**src/rtl/frc_pkg.sv**
```systemverilog
// ----------------------------------------------------------------------------
// FASTA reverse complement package
// Sizes, operation and status codes, and the command and status bundles
// shared by the controller and the datapath.
// ----------------------------------------------------------------------------
package frc_pkg;

    // Sequence store: depth, address width and count width.
    localparam int SEQ_MAX = 65536;
    localparam int SEQ_AW  = $clog2(SEQ_MAX);
    localparam int SEQ_CW  = $clog2(SEQ_MAX + 1);

    // Record name store.
    localparam int NAME_MAX = 48;
    localparam int NAME_AW  = $clog2(NAME_MAX);
    localparam int NAME_CW  = $clog2(NAME_MAX + 1);

    // Line width register.
    localparam int              LW_W     = 6;
    localparam logic [LW_W-1:0] LW_RESET = 6'd60;

    // Operation codes of an input beat.
    localparam logic [1:0] OP_PUSH = 2'd0;
    localparam logic [1:0] OP_END  = 2'd1;
    localparam logic [1:0] OP_PULL = 2'd2;

    // Result status codes.
    localparam logic [2:0] ST_ACCEPTED  = 3'd0;
    localparam logic [2:0] ST_BYTE      = 3'd1;
    localparam logic [2:0] ST_REFUSED   = 3'd2;
    localparam logic [2:0] ST_EMPTY     = 3'd3;
    localparam logic [2:0] ST_FORMAT    = 3'd4;
    localparam logic [2:0] ST_SEQ_FULL  = 3'd5;
    localparam logic [2:0] ST_NAME_LONG = 3'd6;

    // Byte source of an emitted output byte.
    typedef logic [2:0] t_src;
    localparam t_src SRC_GT   = 3'd0;
    localparam t_src SRC_NAME = 3'd1;
    localparam t_src SRC_SFX  = 3'd2;
    localparam t_src SRC_SEQ  = 3'd3;
    localparam t_src SRC_NL   = 3'd4;

    // Commands from the controller to the datapath.
    typedef struct packed {
        logic single;      // accept an item that yields one result
        logic pull_start;  // accept a pull and prime the store read
        logic emit;        // load one output byte from the selected source
        t_src sel;
    } t_dp_cmd;

    // Status from the datapath to the controller.
    typedef struct packed {
        logic slot_free;
        logic error_flag;
        logic drain_active;
        logic header_sent;
        logic name_empty;
        logic name_end;
        logic sfx_end;
        logic line_end;
    } t_dp_sts;

endpackage

```
**src/rtl/frc_ctrl.sv**
```systemverilog
// ----------------------------------------------------------------------------
// FASTA reverse complement controller
// Accepts items and sequences the bytes of one output line per pull.
// ----------------------------------------------------------------------------
module frc_ctrl (
    input  logic             i_clk,
    input  logic             i_rst_n,
    input  logic             i_in_valid,
    input  logic [1:0]       i_opcode,
    input  frc_pkg::t_dp_sts i_sts,
    output frc_pkg::t_dp_cmd o_cmd,
    output logic             o_in_stall
);

    import frc_pkg::*;

    localparam logic [2:0] S_IDLE = 3'd0;
    localparam logic [2:0] S_GT   = 3'd1;
    localparam logic [2:0] S_NAME = 3'd2;
    localparam logic [2:0] S_SFX  = 3'd3;
    localparam logic [2:0] S_SEQ  = 3'd4;
    localparam logic [2:0] S_NL   = 3'd5;

    logic [2:0] r_state;
    logic [2:0] n_state;

    always_comb begin
        n_state    = r_state;
        o_cmd      = '0;
        o_cmd.sel  = SRC_NL;
        o_in_stall = 1'b1;
        unique case (r_state)
            S_IDLE: begin
                o_in_stall = !i_sts.slot_free;
                if (i_in_valid && i_sts.slot_free) begin
                    if (i_opcode == OP_PULL && !i_sts.error_flag && i_sts.drain_active) begin
                        o_cmd.pull_start = 1'b1;
                        n_state = i_sts.header_sent ? S_SEQ : S_GT;
                    end else begin
                        o_cmd.single = 1'b1;
                    end
                end
            end
            S_GT: begin
                if (i_sts.slot_free) begin
                    o_cmd.emit = 1'b1;
                    o_cmd.sel  = SRC_GT;
                    n_state    = i_sts.name_empty ? S_SFX : S_NAME;
                end
            end
            S_NAME: begin
                if (i_sts.slot_free) begin
                    o_cmd.emit = 1'b1;
                    o_cmd.sel  = SRC_NAME;
                    if (i_sts.name_end) begin
                        n_state = S_SFX;
                    end
                end
            end
            S_SFX: begin
                if (i_sts.slot_free) begin
                    o_cmd.emit = 1'b1;
                    o_cmd.sel  = SRC_SFX;
                    if (i_sts.sfx_end) begin
                        n_state = S_NL;
                    end
                end
            end
            S_SEQ: begin
                if (i_sts.slot_free) begin
                    o_cmd.emit = 1'b1;
                    o_cmd.sel  = SRC_SEQ;
                    if (i_sts.line_end) begin
                        n_state = S_NL;
                    end
                end
            end
            S_NL: begin
                if (i_sts.slot_free) begin
                    o_cmd.emit = 1'b1;
                    o_cmd.sel  = SRC_NL;
                    n_state    = S_IDLE;
                end
            end
            default: begin
                n_state = S_IDLE;
            end
        endcase
    end

    always_ff @(posedge i_clk) begin
        if (!i_rst_n) begin
            r_state <= S_IDLE;
        end else begin
            r_state <= n_state;
        end
    end

`ifndef SYNTHESIS
    a_line_needs_drain: assert property (@(posedge i_clk) disable iff (!i_rst_n)
        (r_state != S_IDLE) |-> i_sts.drain_active)
        else $error("output line in progress without an active drain");

    a_seq_after_header: assert property (@(posedge i_clk) disable iff (!i_rst_n)
        (r_state == S_SEQ) |-> i_sts.header_sent)
        else $error("sequence line started before the header line");

    a_header_once: assert property (@(posedge i_clk) disable iff (!i_rst_n)
        (r_state == S_GT || r_state == S_NAME || r_state == S_SFX) |-> !i_sts.header_sent)
        else $error("header line emitted twice for one record");
`endif

endmodule

```
**config.mk**
```make
export PLATFORM = sky130hd
export DESIGN_NAME = frc_ctrl
export DESIGN_NICKNAME = d
export VERILOG_FILES = /design/src/rtl/frc_pkg.sv /design/src/rtl/frc_ctrl.sv
export SDC_FILE = /design/constraint.sdc
export NUM_CORES = 1
export LEC_CHECK = 0
export ABC_AREA = 1
export CAP_MARGIN = 20
export CORE_AREA = 2 2 39 41
export DETAILED_ROUTE_END_ITERATION = 6
export DIE_AREA = 0 0 41 43
export DONT_BUFFER_PORTS = 1
export PLACE_DENSITY = 0.47
export SKIP_LAST_GASP = 1
export SLEW_MARGIN = 40
export SYNTH_ARGS = -nofsm -noshare
export SYNTH_HDL_FRONTEND = slang
export SYNTH_SLANG_ARGS = --single-unit
```
**constraint.sdc**
```tcl
create_clock -name i_clk -period 1 [get_ports i_clk]
set_input_delay 0.05 -clock i_clk [delete_from_list [all_inputs] [get_ports i_clk]]
set_output_delay 0.05 -clock i_clk [all_outputs]
set_load 0.02 [all_outputs]
```
==> summary.md, run 1 <==
| Metric | Value |
|---|---|
| Setup TNS | `-2.34 ns` |
| Syn_nets | `81` |
| Max clock buf depth | `2` |
| Top cells by area, synth | `nand2_1 17%, dfxtp_1 16%, inv_1 11%` |
| Die outline area | `0.00176 mm^2` |
| H-tree levels | `1` |
| Total gr overflow | `0` |
| CP startpoint kind | `flip-flop` |
| Critical path required time | `0.95 ns` |
| Slew Limit Headroom | `86.3%` |
| Pin count of the biggest net entering global routing | `9` |
| Drt pass-1 iters | `4` |
| Peak Freq | `771 MHz` |
| Vias/cell | `4.54` |
| DRT antenna net count | `0` |
| Critical Path End Type | `output port` |
| Status | `complete, but fails checks` |
| Starting Density | `27.1%` |
| Simple-gate share of the synthesized area | `53.3%` |
| Largest family of logic cells by synthesized area | `simple AND/OR/NAND/NOR gates` |
| Final Hold Violating Endpoints | `0` |
| Mean Syn Cell Area | `5.52 um^2` |
| DR WL met2 | `618 um` |
| Total Power | `2.61 mW` |
| Vias | `490` |
| Top routing layer in use | `met3` |
| Finished Layout Cells | `108` |
| Final setup violation count | `10` |
| Post-synth ARST share | `0%` |
| Yosys warns | `0` |
| Post-synth EDFFs | `0` |
| Top-count cell post-synth | `nand2_1` |
| VDD IR max | `1.50 mV` |
| Biggest regs | `r_state: 3 flops` |
| Vias in the first global route | `445` |
| Synth top area share | `17.0%` |
| Gr usage total | `14.0%` |
| RD Place Congestion | `0.707` |
| Area Overhead vs Synth | `74.0%` |
| Post-synth top area cell | `nand2_1` |
| CTS tree | `done` |
| Total CTS buffers | `3` |
| Hold Crit Class | `input pin to output port` |
| Sequential share of the synthesized area | `16.0%` |
| CTS Root Cell | `clkbuf_4` |
| Routed len/inst | `10.3 um` |
| Layout cell share with drive strength beyond 1 | `47.8%` |
| Die width | `41 um` |
| Residual DRC count | `0` |
| Leakage power | `0.339 nW` |
| WS Path Type | `flip-flop to output port` |
| Detailed-placement wirelength estimate | `763 um` |
| Final nets | `106` |
| Met3 wire len | `39 um` |
| Seq cells post-synth | `3` |
| Cell Count Post-Placement | `94` |
| Site row count | `14` |
| Failing checks | `setup timing` |
| Setup WS post-layout | `-0.297 ns` |
| Antenna violations before repair | `0` |
| Arr. time, crit path | `1.25 ns` |
| Commonest cells in the netlist | `17 x nand2_1, 11 x inv_1, 10 x nor2_1, 7 x nand3_1, 4 x o21ai_0` |
| RSZ-0062 raised after global routing | `true` |
| # IOs | `20` |
| MaxCap Viol Count | `0` |
| Die H | `43 um` |
| ANT cells | `0` |
| Cell variety after synth | `17` |
| Latest clock arrival within the worst-skew pair | `0.24 ns` |
| Hold slack | `0.153 ns` |
| Syn Std Cell Area | `375 um^2` |
| Most common flop cell mapped by yosys | `dfxtp_1` |
| Compound-Gate Fraction of Synth Area | `10.3%` |
| First-pass GRT wire length | `1720 um` |
| Met1 wire length | `456 um` |
| PwrDens | `4000 mW/mm^2` |
| Port-buffer cells | `0` |
| Core area | `0.00138 mm^2` |
| Slew Limit Fails | `0` |
| Number of flip-flops under the largest register name | `3` |
| Least-Margin Pin Slew | `0.205 ns` |
| Clock sink count | `3` |
| Fin crit period | `1.30 ns` |
| 1st-iter DRT viols | `2` |
| Clock Skew | `0.0106 ns` |
| Mapped Cells | `68` |
| Adder-cell share of the synthesized area | `0%` |
| Drt total wl | `1110 um` |
| Post-synthesis mux area share | `0%` |
| Synth Area in XOR/XNOR | `0%` |
| Largest reg by FF count | `r_state` |
| Register clock-pin slew on the reported worst setup and hold paths | `0.04 ns` |
| Crit Path Max Fanout | `6` |
| Fin crit share | `130%` |
kinds of logic after synthesis:
group | count (synthesis)
AND/OR/NAND/NOR | 43
AO/OA/AOI/OAI | 7
buffers and inverters | 15
flip-flops | 3
power by group:
group / leakage, nW / switching (mW) / internal (mW)
Combinational: 0.297 / 1.04 / 1.02
Clock: 0.0150 / 0.0696 / 0.150
Sequential: 0.0268 / 0.114 / 0.218
Total: 0.339 / 1.22 / 1.39
area by class of cell:
| type | count | area (um^2) |
|---|---|---|
| fillers | 148 | 731 |
| well taps | 16 | 20.0 |
| repair buffers | 22 | 180 |
| inverters | 13 | 56.3 |
| multi-input cells | 50 | 299 |
| flip-flops and latches | 3 | 71.3 |
| clock buffers | 4 | 26.3 |
through the flow:
| step | utilization [%] | setup slack [ns] | area [um^2] |
|---|---|---|---|
| floorplan | - | -0.107 | 400 |
| global route | 47.2 | -0.348 | 653 |
| finish | 47.2 | -0.297 | 653 |
| CTS | 45.6 | -0.298 | 631 |
| detailed placement | 35.3 | -0.286 | 488 |
| global placement | 35.3 | -0.308 | 488 |
cell usage in the layout (no fill, tap or decap), drive strengths merged:
cell	Yosys	layout
a21oi	2	2
nand2	20	20
nand3	7	7
nand4	1	1
nand3b	1	1
clkbuf	0	4
clkinv	1	1
nor2	13	13
dfxtp	3	3
dlygate4sd3	0	1
nor3b	1	1
o21ai	4	4
a311oi	1	1
inv	12	12
buf	2	21
worst paths after layout:
path | start | endpoint | slack, ns | cells after the start
worst max-delay path | r_state[0]$_SDFFE_PN0P_ | o_cmd[5] | -0.30 | 6
worst min-delay path | i_sts[7] | o_in_stall | 0.15 | 1
worst max register to register | r_state[0]$_SDFFE_PN0P_ | r_state[1]$_SDFFE_PN0P_ | -0.28 | 10
worst min register to register | r_state[1]$_SDFFE_PN0P_ | r_state[1]$_SDFFE_PN0P_ | 0.66 | 3
worst max-delay path, stage by stage, from the launching register on:
cell and delay [ns]:
dfxtp_4 0.37, inv_4 0.07, nand2_4 0.06, nor2_4 0.11
inv_2 0.06, a311oi_2 0.17, buf_4 0.18
what timing repair did:
item                                    4_1_cts  5_1_grt
gates resized for setup                      16        0
endpoints found under the setup margin       10       10
hold buffers                                  1        0
hold endpoints to repair                      3        0
pin swaps                                     4        6
setup buffers                                 6        3
layer usage:
metal,GRT usage (%),vias to the layer above
li1,-,260
met1,16.0,217
met2,23.8,13
met3,0.524,0
met4,8.67,0
met5,0,-
Note: power is estimated with default switching activity, not from simulation.
==> inputs of run 2 (changes only) <==
Settings changed: CTS_BUF_LIST set to sky130_fd_sc_hd__clkbuf_4, PLACE_DENSITY 0.47 to not set.
==> run 2 against run 1 <==
The flow still finishes with violations (setup timing). Hold slack got worse by 0.050 ns. Wire length increased by 13%. Non-clock buffer count is 3 higher. Sequential power is 12% higher. Clock power rose by 16%. Sequential share of layout area shrank 1.2 points. Via count grew 5.9%. Cell count is 2.8% higher. Clock skew is 0.0066 ns higher. Combinational power increased by 16%. Highest routed layer is now met4.
==> summary.md, run 2 (synthesis results as in run 1) <==
| Metric | Value |
|---|---|
| Routed len/inst | `11.3 um` |
| Vias | `519` |
| Filler instances | `135` |
| Arr. time, crit path | `1.27 ns` |
| Vias in the first global route | `466` |
| Total CTS buffers | `3` |
| Clock Skew | `0.0173 ns` |
| 1st-iter DRT viols | `9` |
| Slew Limit Fails | `0` |
| Biggest regs | `r_state: 3 flops` |
| Pin count of the biggest net entering global routing | `8` |
| Final setup violation count | `10` |
| Peak Freq | `758 MHz` |
| Starting Density | `27.1%` |
| CTS tree | `done` |
| Fin crit period | `1.32 ns` |
| First-pass GRT wire length | `1950 um` |
| Gr usage total | `16.0%` |
| Hold slack | `0.103 ns` |
| Critical path required time | `0.95 ns` |
| Setup WS post-layout | `-0.320 ns` |
| Core area | `0.00138 mm^2` |
| Fin crit share | `132%` |
| Residual DRC count | `0` |
| # IOs | `20` |
| CP startpoint kind | `flip-flop` |
| Total gr overflow | `0` |
| Clock sink count | `3` |
| Latest clock arrival within the worst-skew pair | `0.24 ns` |
| Most frequent cells in the layout | `17 x buf_4, 15 x nand2_1, 10 x inv_1` |
| Max clock buf depth | `2` |
| ANT cells | `0` |
| Drt total wl | `1260 um` |
| Die H | `43 um` |
| Hold Crit Class | `input pin to flip-flop` |
| Number of flip-flops under the largest register name | `3` |
| Failing checks | `setup timing` |
| Die outline area | `0.00176 mm^2` |
| Die width | `41 um` |
| Area Overhead vs Synth | `95.3%` |
| H-tree levels | `1` |
| Detailed-placement wirelength estimate | `765 um` |
| Least-Margin Pin Slew | `0.216 ns` |
| RD Place Congestion | `0.766` |
| Layout cell share with drive strength beyond 1 | `53.7%` |
| Final nets | `109` |
| RSZ-0062 raised after global routing | `true` |
| Port-buffer cells | `0` |
| Largest reg by FF count | `r_state` |
| WS Path Type | `flip-flop to output port` |
| Status | `complete, but fails checks` |
| Site row count | `14` |
| Commonest non-fill, non-tap cell in the layout | `buf_4` |
| Layout Utilization | `53.0%` |
| Antenna violations before repair | `0` |
| Leakage power | `0.366 nW` |
| VDD IR max | `1.62 mV` |
| DRT antenna net count | `0` |
| Final Hold Violating Endpoints | `0` |
| PwrDens | `4100 mW/mm^2` |
| Slew Limit Headroom | `85.6%` |
| Vias/cell | `4.68` |
| Critical Path End Type | `output port` |
| CTS Root Cell | `clkbuf_4` |
| Register clock-pin slew on the reported worst setup and hold paths | `0.05 ns` |
| Drt pass-1 iters | `4` |
| Worst slack, placed | `-0.174 ns` |
| MaxCap Viol Count | `0` |
| Crit Path Max Fanout | `6` |
## run 2: cell count changes in the layout (fill, tap and decap cells not counted), sizes merged
cell | before | now
buf | 21 | 24
## run 2: cell type report
class                           count  area (um^2)  share of cell area (%)
Multi-Input combinational cell     50          332                    45.2
Timing Repair Buffer               25          216                    29.5
Sequential cell                     3         71.3                    9.73
Inverter                           13         63.8                    8.70
Clock buffer                        4         30.0                    4.10
Tap cell                           16         20.0                    2.73
## run 2: repair_timing
action / 4_1_cts / 5_1_grt
hold buffers: 1 / 0
setup endpoints to repair: 10 / 10
pin swaps: 9 / 15
buffers inserted: 10 / 5
resized for setup: 21 / 11
hold endpoints to repair: 3 / 0
## run 2: worst paths after layout
kind,startpoint,endpoint,slack [ns],depth (start not counted)
setup / recovery,r_state[1]$_SDFFE_PN0P_,o_cmd[5],-0.32,5
setup reg to reg,r_state[0]$_SDFFE_PN0P_,r_state[0]$_SDFFE_PN0P_,-0.21,10
hold / removal,i_sts[4],r_state[2]$_SDFFE_PN0P_,0.10,4
hold reg to reg,r_state[1]$_SDFFE_PN0P_,r_state[1]$_SDFFE_PN0P_,0.69,3
## run 2: power by group
group / internal, mW / leakage, nW / total (mW) / switching (mW)
combinational: 1.21 / 0.320 / 2.38 / 1.17
clock: 0.177 / 0.0184 / 0.255 / 0.0772
sequential: 0.219 / 0.0268 / 0.372 / 0.153
## run 2: stage by stage
step                setup TNS, ns  power (mW)  area [um^2]  std cells
floorplan                  -0.265        1.36          400         68
finish                      -2.50        3.00          733        111
detailed placement         -0.818        1.81          508         95
global route                -3.19        3.25          733        111
global placement           -0.747        1.80          508         95
CTS                         -2.61        2.67          671        109
## run 2: worst max-delay path, cell delays in order, from the launching register on
cell	delay (ns)
dfxtp_4	0.36
buf_6	0.13
nor2_4	0.12
inv_2	0.07
a311oi_2	0.17
buf_4	0.17
## run 2: layer usage
layer	track usage (%)	part of all wire, %	routed length, um	vias to the layer above
met2	27.5	55	687	16
li1	-	-	-	268
met3	6.28	4.7	59	4
met4	4.00	2.9	36	0
met1	17.2	38	473	231
met5	0	0	0	-
